===== src/rtl/core/ldg_pkg.sv =====
// Shared constants, types and tables for the load-based DVFS step governor.
package ldg_pkg;

  localparam int FREQ_BITS_DEF = 24;
  localparam int FREQ_PORT_W   = 24;
  localparam int PCT_W         = 7;
  localparam int INTERVAL_W    = 8;
  localparam int NEXT_INT_W    = 9;
  localparam int IN_TDATA_W    = 40;
  localparam int OUT_TDATA_W   = 48;
  localparam int CFG_INDEX_W   = 3;

  localparam int PCT_MAX           = 100;
  localparam int ALPHA_FLOOR       = 30;
  localparam int ALPHA_DIV         = 3;
  localparam int LOW_BATT_PCT      = 20;
  localparam int MID_BATT_PCT      = 50;
  localparam int BATT_UNKNOWN      = 50;
  localparam int AC_BIAS           = 1;
  localparam int LOW_BATT_BIAS     = 10;
  localparam int MID_BATT_BIAS     = 5;
  localparam int BIAS_CAP          = 10;
  localparam int IDLE_LOAD         = 5;
  localparam int LATCH_PERIOD      = 5;
  localparam int FALLBACK_STEP_PCT = 5;

  // Divide by 100 as a multiply and shift. The wide pair is exact for any
  // 32-bit dividend, the narrow pair for dividends up to 10000.
  localparam logic [31:0] DIV100_MUL     = 32'h51EB851F;
  localparam int          DIV100_SHIFT   = 37;
  localparam logic [12:0] DIV100_MUL_S   = 13'd5243;
  localparam int          DIV100_SHIFT_S = 19;

  // Cycles from a configuration change until the step size is valid again.
  localparam int STEP_SETTLE = 3;

  localparam int UP_THR_RST    = 70;
  localparam int DOWN_THR_RST  = 10;
  localparam int STEP_PCT_RST  = 5;
  localparam int DOWN_WAIT_RST = 2;
  localparam int BASE_BIAS_RST = 0;
  localparam int INTERVAL_RST  = 1;
  localparam int MAX_FREQ_RST  = 3000000;
  localparam int MIN_FREQ_RST  = 800000;

  typedef enum logic [CFG_INDEX_W-1:0] {
    REG_UP_THR    = 3'd0,
    REG_DOWN_THR  = 3'd1,
    REG_STEP_PCT  = 3'd2,
    REG_DOWN_WAIT = 3'd3,
    REG_BASE_BIAS = 3'd4,
    REG_INTERVAL  = 3'd5,
    REG_MAX_FREQ  = 3'd6,
    REG_MIN_FREQ  = 3'd7
  } cfg_reg_t;

  typedef enum logic [1:0] {
    DIR_NONE = 2'd0,
    DIR_UP   = 2'd1,
    DIR_DOWN = 2'd2
  } dir_t;

  typedef struct packed {
    logic [PCT_W-1:0]      up_thr;
    logic [PCT_W-1:0]      down_thr;
    logic [2:0]            down_wait;
    logic [3:0]            base_bias;
    logic [INTERVAL_W-1:0] interval;
  } gov_cfg_t;

  // Smoothing weight indexed by (load + 100 - previous load), floored at 30.
  typedef logic [PCT_W-1:0] alpha_tbl_t [256];

  function automatic alpha_tbl_t make_alpha_tbl();
    alpha_tbl_t tbl;
    for (int i = 0; i < 256; i++) begin
      tbl[i] = (i / ALPHA_DIV < ALPHA_FLOOR) ? PCT_W'(ALPHA_FLOOR) : PCT_W'(i / ALPHA_DIV);
    end
    return tbl;
  endfunction

  localparam alpha_tbl_t ALPHA_TBL = make_alpha_tbl();

endpackage


===== src/rtl/core/ldg_cfg.sv =====
// Configuration registers and the step-size pipeline of the governor.
module ldg_cfg
  import ldg_pkg::*;
#(
  parameter int FREQ_BITS = FREQ_BITS_DEF
) (
  input  logic                   clk,
  input  logic                   rst,
  input  logic                   cfg_valid,
  output logic                   cfg_ready,
  input  logic [CFG_INDEX_W-1:0] cfg_index,
  input  logic [FREQ_BITS-1:0]   cfg_data,
  output gov_cfg_t               gcfg,
  output logic [FREQ_BITS-1:0]   freq_hi,
  output logic [FREQ_BITS-1:0]   freq_lo,
  output logic [FREQ_BITS-1:0]   step_freq,
  output logic                   step_ok
);

  localparam int SW = $clog2(STEP_SETTLE + 1);

  logic [4:0]           step_pct;
  logic [SW-1:0]        settle;
  logic [FREQ_BITS-1:0] hi_div;
  logic [FREQ_BITS-1:0] hi_quo;
  logic [6:0]           hi_rem;

  logic [63:0]          recip_prod;
  logic [FREQ_BITS-1:0] rem_full;
  logic [11:0]          pct_rem;
  logic [11:0]          fb_rem;
  logic [23:0]          pct_frac;
  logic [23:0]          fb_frac;
  logic [FREQ_BITS-1:0] pct_step;
  logic [FREQ_BITS-1:0] fb_step;
  logic [FREQ_BITS-1:0] step_pick;

  assign cfg_ready = 1'b1;
  assign step_ok   = (settle == '0);

  // The step is pct * hi / 100, split as pct * (hi / 100) + pct * (hi % 100) / 100.
  always_comb begin
    recip_prod = 64'(freq_hi) * 64'(DIV100_MUL);
    rem_full   = freq_hi - hi_div * FREQ_BITS'(PCT_MAX);
    pct_rem    = 12'(step_pct) * 12'(hi_rem);
    fb_rem     = 12'(FALLBACK_STEP_PCT) * 12'(hi_rem);
    pct_frac   = 24'(pct_rem) * 24'(DIV100_MUL_S);
    fb_frac    = 24'(fb_rem) * 24'(DIV100_MUL_S);
    pct_step   = FREQ_BITS'(step_pct) * hi_quo
               + FREQ_BITS'(pct_frac >> DIV100_SHIFT_S);
    fb_step    = FREQ_BITS'(FALLBACK_STEP_PCT) * hi_quo
               + FREQ_BITS'(fb_frac >> DIV100_SHIFT_S);
    // A step that rounds to zero falls back to 5 percent, then to one kHz.
    if (pct_step != '0) begin
      step_pick = pct_step;
    end else if (fb_step != '0) begin
      step_pick = fb_step;
    end else begin
      step_pick = FREQ_BITS'(1);
    end
  end

  // Control and configuration registers.
  always_ff @(posedge clk) begin
    if (rst) begin
      settle         <= SW'(STEP_SETTLE);
      gcfg.up_thr    <= PCT_W'(UP_THR_RST);
      gcfg.down_thr  <= PCT_W'(DOWN_THR_RST);
      step_pct       <= 5'(STEP_PCT_RST);
      gcfg.down_wait <= 3'(DOWN_WAIT_RST);
      gcfg.base_bias <= 4'(BASE_BIAS_RST);
      gcfg.interval  <= INTERVAL_W'(INTERVAL_RST);
      freq_hi        <= FREQ_BITS'(MAX_FREQ_RST);
      freq_lo        <= FREQ_BITS'(MIN_FREQ_RST);
    end else begin
      // A write restarts the step computation with the new values.
      if (cfg_valid) begin
        settle <= SW'(STEP_SETTLE);
        unique case (cfg_reg_t'(cfg_index))
          REG_UP_THR:    gcfg.up_thr    <= cfg_data[PCT_W-1:0];
          REG_DOWN_THR:  gcfg.down_thr  <= cfg_data[PCT_W-1:0];
          REG_STEP_PCT:  step_pct       <= cfg_data[4:0];
          REG_DOWN_WAIT: gcfg.down_wait <= cfg_data[2:0];
          REG_BASE_BIAS: gcfg.base_bias <= cfg_data[3:0];
          REG_INTERVAL:  gcfg.interval  <= cfg_data[INTERVAL_W-1:0];
          REG_MAX_FREQ:  freq_hi        <= cfg_data;
          REG_MIN_FREQ:  freq_lo        <= cfg_data;
          default:       ;
        endcase
      end else if (settle != '0) begin
        settle <= settle - SW'(1);
      end
    end
  end

  // Three-stage step pipeline: quotient, then remainder, then the step itself.
  always_ff @(posedge clk) begin
    hi_div    <= FREQ_BITS'(recip_prod >> DIV100_SHIFT);
    hi_quo    <= hi_div;
    hi_rem    <= rem_full[6:0];
    step_freq <= step_pick;
  end

endmodule


===== src/rtl/core/ldg_core.sv =====
// Governor state and the single-pass decision logic for one sampling tick.
module ldg_core
  import ldg_pkg::*;
#(
  parameter int FREQ_BITS = FREQ_BITS_DEF
) (
  input  logic                  clk,
  input  logic                  rst,
  input  logic                  advance,
  input  logic [PCT_W-1:0]      load_pct,
  input  logic [FREQ_BITS-1:0]  cur_freq,
  input  logic                  ac_online,
  input  logic [PCT_W-1:0]      battery_pct,
  input  gov_cfg_t              gcfg,
  input  logic [FREQ_BITS-1:0]  freq_hi,
  input  logic [FREQ_BITS-1:0]  freq_lo,
  input  logic [FREQ_BITS-1:0]  step_freq,
  output logic [FREQ_BITS-1:0]  target_freq,
  output dir_t                  direction,
  output logic [NEXT_INT_W-1:0] next_interval,
  output logic [PCT_W-1:0]      filtered_load
);

  logic [FREQ_BITS-1:0] freq_req;
  logic [PCT_W-1:0]     previous_load;
  logic [2:0]           low_period_count;
  logic [PCT_W-1:0]     load_avg;
  logic                 latched_ac;
  logic [PCT_W-1:0]     latched_battery;

  logic [PCT_W-1:0]      load;
  logic                  refresh;
  logic                  on_ac;
  logic [PCT_W-1:0]      battery;
  logic [INTERVAL_W-1:0] interval;
  logic [7:0]            alpha_idx;
  logic [PCT_W-1:0]      alpha;
  logic [13:0]           mix;
  logic [26:0]           mix_scaled;
  logic [PCT_W-1:0]      smooth;
  logic [FREQ_BITS-1:0]  req;
  logic [FREQ_BITS:0]    req_sum;
  logic [3:0]            base;
  logic [4:0]            bias;
  logic [7:0]            up_raw;
  logic [7:0]            down_raw;
  logic [7:0]            up_eff;
  logic [7:0]            down_eff;
  logic [3:0]            cnt_inc;
  logic [FREQ_BITS-1:0]  req_next;
  logic [2:0]            count_next;
  dir_t                  dir_next;

  always_comb begin
    load    = (load_pct > PCT_W'(PCT_MAX)) ? PCT_W'(PCT_MAX) : load_pct;
    refresh = (low_period_count == 3'd0) || (low_period_count == 3'(LATCH_PERIOD));
    on_ac   = refresh ? ac_online : latched_ac;
    if (!refresh) begin
      battery = latched_battery;
    end else if (ac_online) begin
      battery = PCT_W'(BATT_UNKNOWN);
    end else begin
      battery = battery_pct;
    end

    interval = (gcfg.interval == '0) ? INTERVAL_W'(1) : gcfg.interval;
    if (load < PCT_W'(IDLE_LOAD) && load_avg < PCT_W'(IDLE_LOAD)) begin
      next_interval = {interval, 1'b0};
    end else begin
      next_interval = {1'b0, interval};
    end

    // Adaptive moving average, then a divide by 100 as a reciprocal multiply.
    alpha_idx  = 8'(load) + 8'(PCT_MAX) - 8'(previous_load);
    alpha      = ALPHA_TBL[alpha_idx];
    mix        = 14'(alpha) * 14'(load)
               + 14'(PCT_W'(PCT_MAX) - alpha) * 14'(load_avg);
    mix_scaled = 27'(mix) * 27'(DIV100_MUL_S);
    smooth     = PCT_W'(mix_scaled >> DIV100_SHIFT_S);

    // A request outside the policy window is stale; restart from the present frequency.
    req = (freq_req > freq_hi || freq_req < freq_lo) ? cur_freq : freq_req;
    req_sum = {1'b0, req} + {1'b0, step_freq};

    base = (gcfg.base_bias > 4'(BIAS_CAP)) ? 4'(BIAS_CAP) : gcfg.base_bias;
    if (on_ac) begin
      bias = 5'(base) + 5'(AC_BIAS);
    end else if (battery <= PCT_W'(LOW_BATT_PCT)) begin
      bias = 5'(base) + 5'(LOW_BATT_BIAS);
    end else if (battery <= PCT_W'(MID_BATT_PCT)) begin
      bias = 5'(base) + 5'(MID_BATT_BIAS);
    end else begin
      bias = 5'(base);
    end

    up_raw   = 8'(gcfg.up_thr) + 8'(bias);
    down_raw = 8'(gcfg.down_thr) + 8'(bias);
    if (up_raw > 8'(PCT_MAX)) begin
      up_eff = 8'(PCT_MAX);
    end else if (up_raw == '0) begin
      up_eff = 8'd1;
    end else begin
      up_eff = up_raw;
    end
    down_eff = (down_raw >= up_eff) ? up_eff - 8'd1 : down_raw;

    cnt_inc    = {1'b0, low_period_count} + 4'd1;
    req_next   = req;
    dir_next   = DIR_NONE;
    count_next = '0;
    if (8'(smooth) > up_eff) begin
      if (req != freq_hi) begin
        req_next = (req_sum > {1'b0, freq_hi}) ? freq_hi : req_sum[FREQ_BITS-1:0];
        dir_next = DIR_UP;
      end
    end else if (8'(load) < down_eff) begin
      if (cnt_inc >= {1'b0, gcfg.down_wait}) begin
        if (req != freq_lo) begin
          req_next = (req > step_freq) ? req - step_freq : freq_lo;
          dir_next = DIR_DOWN;
        end
      end else begin
        count_next = cnt_inc[2:0];
      end
    end

    target_freq   = req_next;
    direction     = dir_next;
    filtered_load = smooth;
  end

  always_ff @(posedge clk) begin
    if (rst) begin
      freq_req         <= '0;
      previous_load    <= '0;
      low_period_count <= '0;
      load_avg         <= '0;
      latched_ac       <= 1'b0;
      latched_battery  <= PCT_W'(BATT_UNKNOWN);
    end else if (advance) begin
      freq_req         <= req_next;
      previous_load    <= load;
      low_period_count <= count_next;
      load_avg         <= smooth;
      if (refresh) begin
        latched_ac      <= on_ac;
        latched_battery <= battery;
      end
    end
  end

endmodule


===== src/rtl/core/load_based_dvfs_step_governor.sv =====
// Top level of the load-based DVFS step governor: stream ports and the two pipeline registers.
//
// Usage: each request on the slave stream is one sampling tick (load, present
// frequency, power status). The block answers every tick with exactly one result
// on the master stream: the new requested frequency, the step direction, the
// next sampling interval and the smoothed load.
// Registers are written on the cfg channel (index 0..7, always ready); write
// them only while no tick is in flight.
// Flow: an accepted tick waits in the input register until the result register is free
// or being read, then moves into it. One tick per cycle is sustained while m_tready
// stays high; the input register, the decision logic and the result register form
// a single pass whose state is updated as each tick moves into the result register.
// Reset: state clears, registers take their reset values, and the step size is
// then derived by a three-stage multiply pipeline; s_tready stays low until that
// pipeline has settled, after reset and after every configuration write.
// Backpressure: when m_tready is low the result holds, one more tick may wait
// in the input register, and s_tready then drops until the result is taken.
module load_based_dvfs_step_governor
  import ldg_pkg::*;
#(
  parameter int FREQ_BITS = FREQ_BITS_DEF
) (
  input  logic                   clk,
  input  logic                   rst,
  input  logic                   s_tvalid,
  output logic                   s_tready,
  // [6:0] load_pct, [30:7] current_freq_khz, [31] ac_online, [38:32] battery_pct
  input  logic [IN_TDATA_W-1:0]  s_tdata,
  output logic                   m_tvalid,
  input  logic                   m_tready,
  // [23:0] target_freq_khz, [25:24] direction, [34:26] next_interval, [41:35] filtered_load
  output logic [OUT_TDATA_W-1:0] m_tdata,
  input  logic                   cfg_valid,
  output logic                   cfg_ready,
  input  logic [CFG_INDEX_W-1:0] cfg_index,
  input  logic [FREQ_BITS-1:0]   cfg_data
);

  localparam int WIDE = (FREQ_BITS > FREQ_PORT_W) ? FREQ_BITS : FREQ_PORT_W;

  logic                   in_valid;
  logic [PCT_W-1:0]       in_load;
  logic [FREQ_PORT_W-1:0] in_cur;
  logic                   in_ac;
  logic [PCT_W-1:0]       in_batt;
  logic                   out_valid;
  logic [OUT_TDATA_W-1:0] out_data;

  gov_cfg_t              gcfg;
  logic [FREQ_BITS-1:0]  freq_hi;
  logic [FREQ_BITS-1:0]  freq_lo;
  logic [FREQ_BITS-1:0]  step_freq;
  logic                  step_ok;
  logic                  advance;
  logic [WIDE-1:0]       cur_wide;
  logic [WIDE-1:0]       tgt_wide;
  logic [FREQ_BITS-1:0]  target_freq;
  dir_t                  direction;
  logic [NEXT_INT_W-1:0] next_interval;
  logic [PCT_W-1:0]      filtered_load;

  assign advance  = in_valid && (!out_valid || m_tready);
  assign s_tready = step_ok && (!in_valid || advance);
  assign m_tvalid = out_valid;
  assign m_tdata  = out_data;
  assign cur_wide = WIDE'(in_cur);
  assign tgt_wide = WIDE'(target_freq);

  ldg_cfg #(
    .FREQ_BITS (FREQ_BITS)
  ) u_cfg (
    .clk       (clk),
    .rst       (rst),
    .cfg_valid (cfg_valid),
    .cfg_ready (cfg_ready),
    .cfg_index (cfg_index),
    .cfg_data  (cfg_data),
    .gcfg      (gcfg),
    .freq_hi   (freq_hi),
    .freq_lo   (freq_lo),
    .step_freq (step_freq),
    .step_ok   (step_ok)
  );

  ldg_core #(
    .FREQ_BITS (FREQ_BITS)
  ) u_core (
    .clk           (clk),
    .rst           (rst),
    .advance       (advance),
    .load_pct      (in_load),
    .cur_freq      (cur_wide[FREQ_BITS-1:0]),
    .ac_online     (in_ac),
    .battery_pct   (in_batt),
    .gcfg          (gcfg),
    .freq_hi       (freq_hi),
    .freq_lo       (freq_lo),
    .step_freq     (step_freq),
    .target_freq   (target_freq),
    .direction     (direction),
    .next_interval (next_interval),
    .filtered_load (filtered_load)
  );

  always_ff @(posedge clk) begin
    if (rst) begin
      in_valid  <= 1'b0;
      out_valid <= 1'b0;
    end else begin
      if (s_tvalid && s_tready) begin
        in_valid <= 1'b1;
      end else if (advance) begin
        in_valid <= 1'b0;
      end
      if (advance) begin
        out_valid <= 1'b1;
      end else if (m_tready) begin
        out_valid <= 1'b0;
      end
    end
  end

  always_ff @(posedge clk) begin
    if (s_tvalid && s_tready) begin
      in_load <= s_tdata[6:0];
      in_cur  <= s_tdata[30:7];
      in_ac   <= s_tdata[31];
      in_batt <= s_tdata[38:32];
    end
    if (advance) begin
      out_data <= {6'd0, filtered_load, next_interval, 2'(direction),
                   tgt_wide[FREQ_PORT_W-1:0]};
    end
  end

endmodule


===== config.mk =====
export PLATFORM = sky130hd
export DESIGN_NAME = load_based_dvfs_step_governor
export DESIGN_NICKNAME = d
export VERILOG_FILES = /design/src/rtl/core/ldg_pkg.sv /design/src/rtl/core/ldg_cfg.sv /design/src/rtl/core/ldg_core.sv /design/src/rtl/core/load_based_dvfs_step_governor.sv
export SDC_FILE = /design/constraint.sdc
export NUM_CORES = 2
export LEC_CHECK = 0
export BUFFER_PORTS_ARGS = -buffer_cell sky130_fd_sc_hd__buf_2
export CAP_MARGIN = 20
export CORE_ASPECT_RATIO = 0.9
export CORE_MARGIN = 3
export CORE_UTILIZATION = 48
export DETAILED_ROUTE_END_ITERATION = 8
export HOLD_SLACK_MARGIN = 0.03
export SETUP_SLACK_MARGIN = 0.15
export SYNTH_ARGS = -nofsm -noshare
export SYNTH_HDL_FRONTEND = slang
export SYNTH_SLANG_ARGS = --single-unit

===== constraint.sdc =====
create_clock -name clk -period 29.3 [get_ports clk]
set_input_delay 1.465 -clock clk [delete_from_list [all_inputs] [get_ports clk]]
set_output_delay 1.465 -clock clk [all_outputs]
set_load 0.02 [all_outputs]

# ---- Yosys cells after proc, flatten, opt, wreduce, memory -nomap -nowiden
# Memory sizes are Yosys's and may differ from the RTL's.
# Index checks and enable logic that the tools add are counted.
dict set report word_totals {
  rom_bits 1792
  register_bits 283
  output_inout_bits 51
  elab_cells 151
  n_memories 1
  input_bits 72
}
dict set report classes {
  n_bitwise 1
  n_reduce_logical 30
  n_mul 11
  n_eq_ne 10
  n_mux 37
  magnitude_cmp 16
  n_addsub 17
}
# memory words width rd rd_ports_with_merged_regs wr line_no
set memory_table {}
lappend memory_table {{(no name shown)} 256 7 1 0 0 ldg_core.sv:75} ;# alpha = ALPHA_TBL[alpha_idx];
# cell n
set op_table {}
lappend op_table {{$mux W24} 10}
lappend op_table {{$mul A24 B31 Y55 const B} 1}
lappend op_table {{$gt A24 B24 Y1} 2}
lappend op_table {{$ne A24 B24 Y1} 2}
lappend op_table {{$reduce_bool A24 Y1} 2}
lappend op_table {{$mux W8} 5}
lappend op_table {{$mux W7} 5}
lappend op_table {{$mul A14 B13 Y26 const B} 1}
lappend op_table {{$add A24 B24 Y25} 1}
lappend op_table {{$gt A25 B24 Y1} 1}
lappend op_table {{$add A24 B4 Y24} 1}
lappend op_table {{$add A24 B5 Y24} 1}
lappend op_table {{$lt A24 B24 Y1} 1}
lappend op_table {{$mul A12 B13 Y24 const B} 1}
lappend op_table {{$sub A24 B24 Y24} 1}
lappend op_table {{$mul A10 B13 Y23 const B} 1}
lappend op_table {{$mul A5 B18 Y23} 1}
lappend op_table {{$mul A3 B18 Y21 const A} 1}
lappend op_table {{$mul A18 B5 Y5 const B} 1}
lappend op_table {{$reduce_and A2 Y1} 9}
lappend op_table {{$add A7 B5 Y8} 2}
lappend op_table {{$logic_not A8 Y1} 2}
lappend op_table {{$eq A3 B3 Y1 const B} 5}
lappend op_table {{$mux W5} 3}
lappend op_table {{40 further kinds} 62}

# ---- Longest topological paths before layout
dict set report logic_depth {
  depth_word 16
  mapped_depth 78
  ltp_nobuf 73
}

# ---- Cells and area by module
# A second synthesis with hierarchy kept.
dict set report unflattened {
  cells_unflattened 5091
  hier_area_um2 46778.6
}
# mod area_per_inst_um2 instances cells_per_inst seq_area_each_um2
set modules_own_cells {}
lappend modules_own_cells {ldg_cfg 26097.5 1 2709 3022.9}
lappend modules_own_cells {ldg_core 18109.9 1 2283 980.9}
lappend modules_own_cells {load_based_dvfs_step_governor 2571.2 1 99 2472.4}

# ---- Worst setup path after synthesis
# OpenSTA, ideal clock, no wires.
dict set report synth_timing {
  kind {flip-flop to flip-flop}
  startpoint {reg in_load[1]}
  endpoint {reg out_data[13] (netlist: m_tdata[13]) (data pin)}
  setup_time_ns 0.263
  required_ns 29.037
  t_arrival_ns 15.165
  path_stages_with_launch 73
  slack_ns 13.873
  period_less_slack_ns 15.427
  n_path_buf 4
  path_cell_list {edfxtp_1 > o21ai_0 > a21oi_1 > nor2b_1 > inv_1 > ha_1 > inv_1 > ha_1 > inv_1 > fa_1 > nor2b_1 > o21a_1 > or3_1 > clkbuf_1 > nand3_1 > mux2_2 > o311a_1 > a31oi_1 > [37 not listed] > nor3_1 > nor2_1 > nor2_1 > o211ai_1 > nand2_1 > xnor2_1 > ha_1 > nor2b_1 > o21a_1 > o21a_1 > o21a_1 > o21a_1 > o21a_1 > o22a_1 > clkbuf_1 > o41a_1 > a22oi_1 > nand2_1}
}
dict set report synth_via {
  elab_chain_cells 14
  elab_cells_between_ends 17
  classes_between {add/sub: 4; mul: 3; order compare: 3; mux: 5; bitwise: 1; memory: 1}
}
# element line_no
set synth_rtl {}
lappend synth_rtl {{start, declared} load_based_dvfs_step_governor.sv:42} ;# logic [PCT_W-1:0] in_load;
lappend synth_rtl {{start signal, assigned} load_based_dvfs_step_governor.sv:125} ;# in_load <= s_tdata[6:0];
lappend synth_rtl {{$gt A7 B7 Y1} ldg_core.sv:55} ;# load = (load_pct > PCT_W'(PCT_MAX)) ? PCT_W'(PCT_MAX) : load_pct;
lappend synth_rtl {{$mux W7 *} ldg_core.sv:55}
lappend synth_rtl {{$add A7 B7 Y8} ldg_core.sv:74} ;# alpha_idx = 8'(load) + 8'(PCT_MAX) - 8'(previous_load);
lappend synth_rtl {{$sub A8 B7 Y8} ldg_core.sv:74}
lappend synth_rtl {{$not A8 Y9 (implied by the code)} ldg_core.sv:75}
lappend synth_rtl {{$mem_v2 Z256 W7} n/a}
lappend synth_rtl {{$mux W7 (implied by the code) (2 in a row)} ldg_core.sv:75}
lappend synth_rtl {{$sub A7 B7 Y8} ldg_core.sv:77} ;# + 14'(PCT_W'(PCT_MAX) - alpha) * 14'(load_avg);
lappend synth_rtl {{$mul A14 B7 Y14} ldg_core.sv:77}
lappend synth_rtl {{$add A14 B14 Y14 *} ldg_core.sv:77}
lappend synth_rtl {{$mul A14 B13 Y26 *} ldg_core.sv:78} ;# mix_scaled = 27'(mix) * 27'(DIV100_MUL_S);
lappend synth_rtl {{via filtered_load[1]} load_based_dvfs_step_governor.sv:60} ;# logic [PCT_W-1:0] filtered_load;
lappend synth_rtl {{$gt A7 B8 Y1 *} ldg_core.sv:111} ;# if (8'(smooth) > up_eff) begin
lappend synth_rtl {{$mux W24 *} ldg_core.sv:111}
lappend synth_rtl {{via target_freq[13]} load_based_dvfs_step_governor.sv:57} ;# logic [FREQ_BITS-1:0] target_freq;
lappend synth_rtl {{end signal, assigned} load_based_dvfs_step_governor.sv:131} ;# out_data <= {6'd0, filtered_load, next_interval, 2'(direction),
lappend synth_rtl {{end, declared} load_based_dvfs_step_governor.sv:47} ;# logic [OUT_TDATA_W-1:0] out_data;
# Mark *: on every way through the listed nets, which the timed path passes. The rest lies on a longest branch. The select of a mux whose other input is x is not followed.
# A chain may end at the register's enable or synchronous reset.

# ---- Final worst setup path
dict set report layout_timing {
  startpoint {reg in_load[5]}
  endpoint {reg u_core.freq_req[19]}
}
dict set report layout_via {
  elab_chain_cells 14
  elab_cells_between_ends 17
  classes_between {add/sub: 4; mul: 3; order compare: 3; mux: 5; bitwise: 1; memory: 1}
}
# element line_no
set layout_rtl {}
lappend layout_rtl {{$gt A7 B7 Y1 *} ldg_core.sv:55}
lappend layout_rtl {{$mux W7 *} ldg_core.sv:55}
lappend layout_rtl {{via u_core.load[1]} ldg_core.sv:31} ;# logic [PCT_W-1:0] load;
lappend layout_rtl {{$add A7 B7 Y8} ldg_core.sv:74}
lappend layout_rtl {{$sub A8 B7 Y8} ldg_core.sv:74}
lappend layout_rtl {{$not A8 Y9 (implied by the code)} ldg_core.sv:75}
lappend layout_rtl {{$mem_v2 Z256 W7} n/a}
lappend layout_rtl {{$mux W7 (implied by the code) (2 in a row)} ldg_core.sv:75}
lappend layout_rtl {{$sub A7 B7 Y8} ldg_core.sv:77}
lappend layout_rtl {{$mul A14 B7 Y14} ldg_core.sv:77}
lappend layout_rtl {{$add A14 B14 Y14 *} ldg_core.sv:77}
lappend layout_rtl {{$mul A14 B13 Y26 *} ldg_core.sv:78}
lappend layout_rtl {{via filtered_load[1]} load_based_dvfs_step_governor.sv:60}
lappend layout_rtl {{$gt A7 B8 Y1 *} ldg_core.sv:111}
lappend layout_rtl {{$mux W24 *} ldg_core.sv:111}
lappend layout_rtl {{end signal, assigned} ldg_core.sv:141} ;# freq_req <= req_next;
lappend layout_rtl {{end, declared} ldg_core.sv:24} ;# logic [FREQ_BITS-1:0] freq_req;
# Marks and branches as above.

==> results.md <==
* Final worst path period share at 65.6%
* Synth warn at 0
* Worst r2r dst: u_core.freq_req[19]
* Die width at 341 µm
* Setup Slack @ Placement at 10150 ps
* Worst Tran Pin Value at 1140 ps
* Cts repair resizes at 0
* Syn_area_per_cell at 8.87 µm²
* Via/cell ratio at 5.61
* Post-synth top area cell: fa_1
* CTS tree: done
* Critical path data arrival time at 19700 ps
* Synth top cells by count: 1037 x inv_1, 835 x ha_1, 548 x fa_1
* Sequential element share of the synthesized area at 13.4%
* Clk_lat worst skew at 570 ps
* Nets at 6984
* Initial antenna violation count at 2
* Simple-gate share of the synthesized area at 12.9%
* Asr flop ratio synth at 0%
* Setup Fix Bufs, Post-CTS at 0
* CP Data Required Time at 29770 ps
* Antenna Violating Nets Remaining at 0
* Post-synthesis adder-cell area fraction at 44.2%
* Slowest stage delay, CP at 680 ps
* Final WS setup at 10070 ps
* Top cell by count, worst path: inv_1
* Core area at 99100 µm²
* Largest family of logic cells by synthesized area: adder cells
* CTS Buf Count at 35
* I/O pins at 123
* Initial Util at 48.9%
* CP Launch Type: flop
* Most Used Layer, Global Route: met2
* Setup crit end kind: flop
* CP max FO at 33
* Row cnt at 109
* Clk sink count at 283
* Via count at 38600
* Reg-to-reg slack, setup at 10070 ps
* Critical R2R Launch: in_load[5]
* Largest net degree at the start of global routing at 74
* Status: finished, final reports clean
* M1 GR Usage at 39.0%
* Final Max Slew Viols at 0
* Setup Skew at 28.1 ps
* HPWL Detailed at 121000 µm
* Die extent in y at 308 µm
* Synth top area cells: fa_1 23%, ha_1 22%, dfxtp_1 8.3%, inv_1 8.0%, edfxtp_1 5.0%
* Mux cell area share after synthesis at 2.31%
* DRC viols at 0
* Top-count cell post-synth: inv_1
* Critical path origin: in_load[5]
* Final setup violation count at 0
* CTS Root Cell: clkbuf_16
* Synth Register Bits at 283
* Clock Path Buffers at 3
* Area share of the largest cell type after synthesis at 22.6%
* Hold Fails Final Rpt at 0
* Routed WL at 144000 µm
* Relative slew slack at 22.8%
* Full die area at 105000 µm²
* Post-synthesis xor/xnor area fraction at 4.84%
* CTS Hold Bufs at 0
* H-tree Lvls at 2
* Post-synthesis compound-gate area fraction at 13.0%
* Leading register cell type out of synthesis: dfxtp_1
* Cells on worst reg2reg path at 72
* Netlist Area Pre-Place at 48500 µm²
* Crit path to: u_core.freq_req[19]
* RSZ-0062 raised after global routing: no
* HP Class: flop to flop
* Worst path slowest cell: inv_1
* Clk slew on worst S/H paths at 70 ps
* Port Buffers at 114
* Routed wire per std cell at 20.9 µm
* Initial DRC count at 2885
* First-pass GRT wire length at 224000 µm
* GRT Total Usage at 27.5%
* Cell variety after synth at 90
* GR Util met2 at 43.7%
* Layout cells sized above 1 at 5.90%
* Final TNS setup at 0 ps
* Final Critical Period at 19230 ps
* Layout filler cell count at 9515
* Number of max-cap violations at 0
* Setup Crit Path Kind: flop to flop
* Overflow left after global routing at 0
* Post-Synthesis Cells at 5468
* Final GP Congestion at 0.956
* Area growth syn-to-layout at 6.90%
* Fmax at 52.0 MHz
* Vias in the first global route at 38000
* First-pass DRT Iterations at 6
* Post-synth EDFFs at 81
* Met3 Track Usage GR at 3.24%
[cells in the final DEF, fill, tap and decap left out, types with 62 or more instances in the layout]
cell type  synthesis  layout
a21o_1            73      73
a21oi_1          250     250
and2_1           112     111
buf_2              2     114
dfxtp_1          202     202
edfxtp_1          81      81
fa_1             548     548
ha_1             835     835
inv_1           1037    1036
mux2i_1           69      69
nand2_1          417     417
nand3_1          109     109
nand4_1           62      62
nor2_1           230     228
nor3_1            81      81
o21ai_0          160     160
xnor2_1          164     164
xor2_1            99      99
[per-layer routing]
| layer | routed length, µm | up-vias |
|---|---|---|
| met4 | 5230 | 0 |
| met2 | 64300 | 1165 |
| met3 | 8650 | 211 |
| li1 | - | 18500 |
| met5 | 0 | - |
| met1 | 66100 | 18800 |
[critical path: cells and delay by family (launching register included)]
kind	cells	cell delay (ps)
flip-flops	1	620
AO/OA/AOI/OAI	19	3790
adder cells (fa/ha/maj)	18	7370
XOR/XNOR	3	1720
AND/OR/NAND/NOR	14	2910
buffers and inverters	18	2660
[worst min-delay path by stage]
stage	startpoint	endpoint	depth (start not counted)
floorplan	u_cfg.hi_div[10]	u_cfg.hi_quo[10]	0
detailed placement	u_cfg.hi_div[14]	u_cfg.hi_quo[14]	0
global route	u_cfg.hi_div[15]	u_cfg.hi_quo[15]	0
finish	u_cfg.hi_div[9]	u_cfg.hi_quo[9]	0
CTS	u_cfg.hi_div[9]	u_cfg.hi_quo[9]	0
global placement	u_cfg.hi_div[14]	u_cfg.hi_quo[14]	0
[sequential cells by signal (all words and copies together), names as in the netlist, 24 cells and up]
name             flops
u_cfg.gcfg          29
m_tdata             42
u_cfg.freq_hi       24
u_core.freq_req     24
u_cfg.freq_lo       24
u_cfg.step_freq     24
cur_wide            24
[metrics by stage]
step	std cells	utilization, %	cell area (µm²)	hold slack [ps]
global route	6889	52.3	51800	329
detailed placement	6823	51.0	50600	312
global placement	6823	51.0	50600	310
CTS	6887	52.3	51800	324
finish	6890	52.3	51800	323
floorplan	5489	-	48600	310
[logic make-up (layout without fill, tap and decap cells)]
| group | count (synthesis) | in the layout |
|---|---|---|
| other | 2 | 25 |
| adder cells (fa/ha/maj) | 1384 | 1384 |
| AND/OR/NAND/NOR | 1275 | 1275 |
| multiplexers | 107 | 107 |
| flip-flops | 283 | 283 |
| buffers and inverters | 1202 | 1269 |
| AO/OA/AOI/OAI | 950 | 950 |
| XOR/XNOR | 265 | 265 |
[layout make-up]
cell class / instances / area [µm²] / share of cell area (%)
multi-input cells: 4004 / 37600 / 72.5
diodes: 2 / 5.00 / 0.00965
repair buffers: 166 / 966 / 1.86
flip-flops and latches: 283 / 6480 / 12.5
inverters: 1039 / 3900 / 7.53
well taps: 1332 / 1670 / 3.21
clock inverters: 26 / 334 / 0.644
clock buffers: 38 / 897 / 1.73
Power is not shown: default switching activity piles up to over one toggle a cycle in this logic, so the estimate is an artifact.
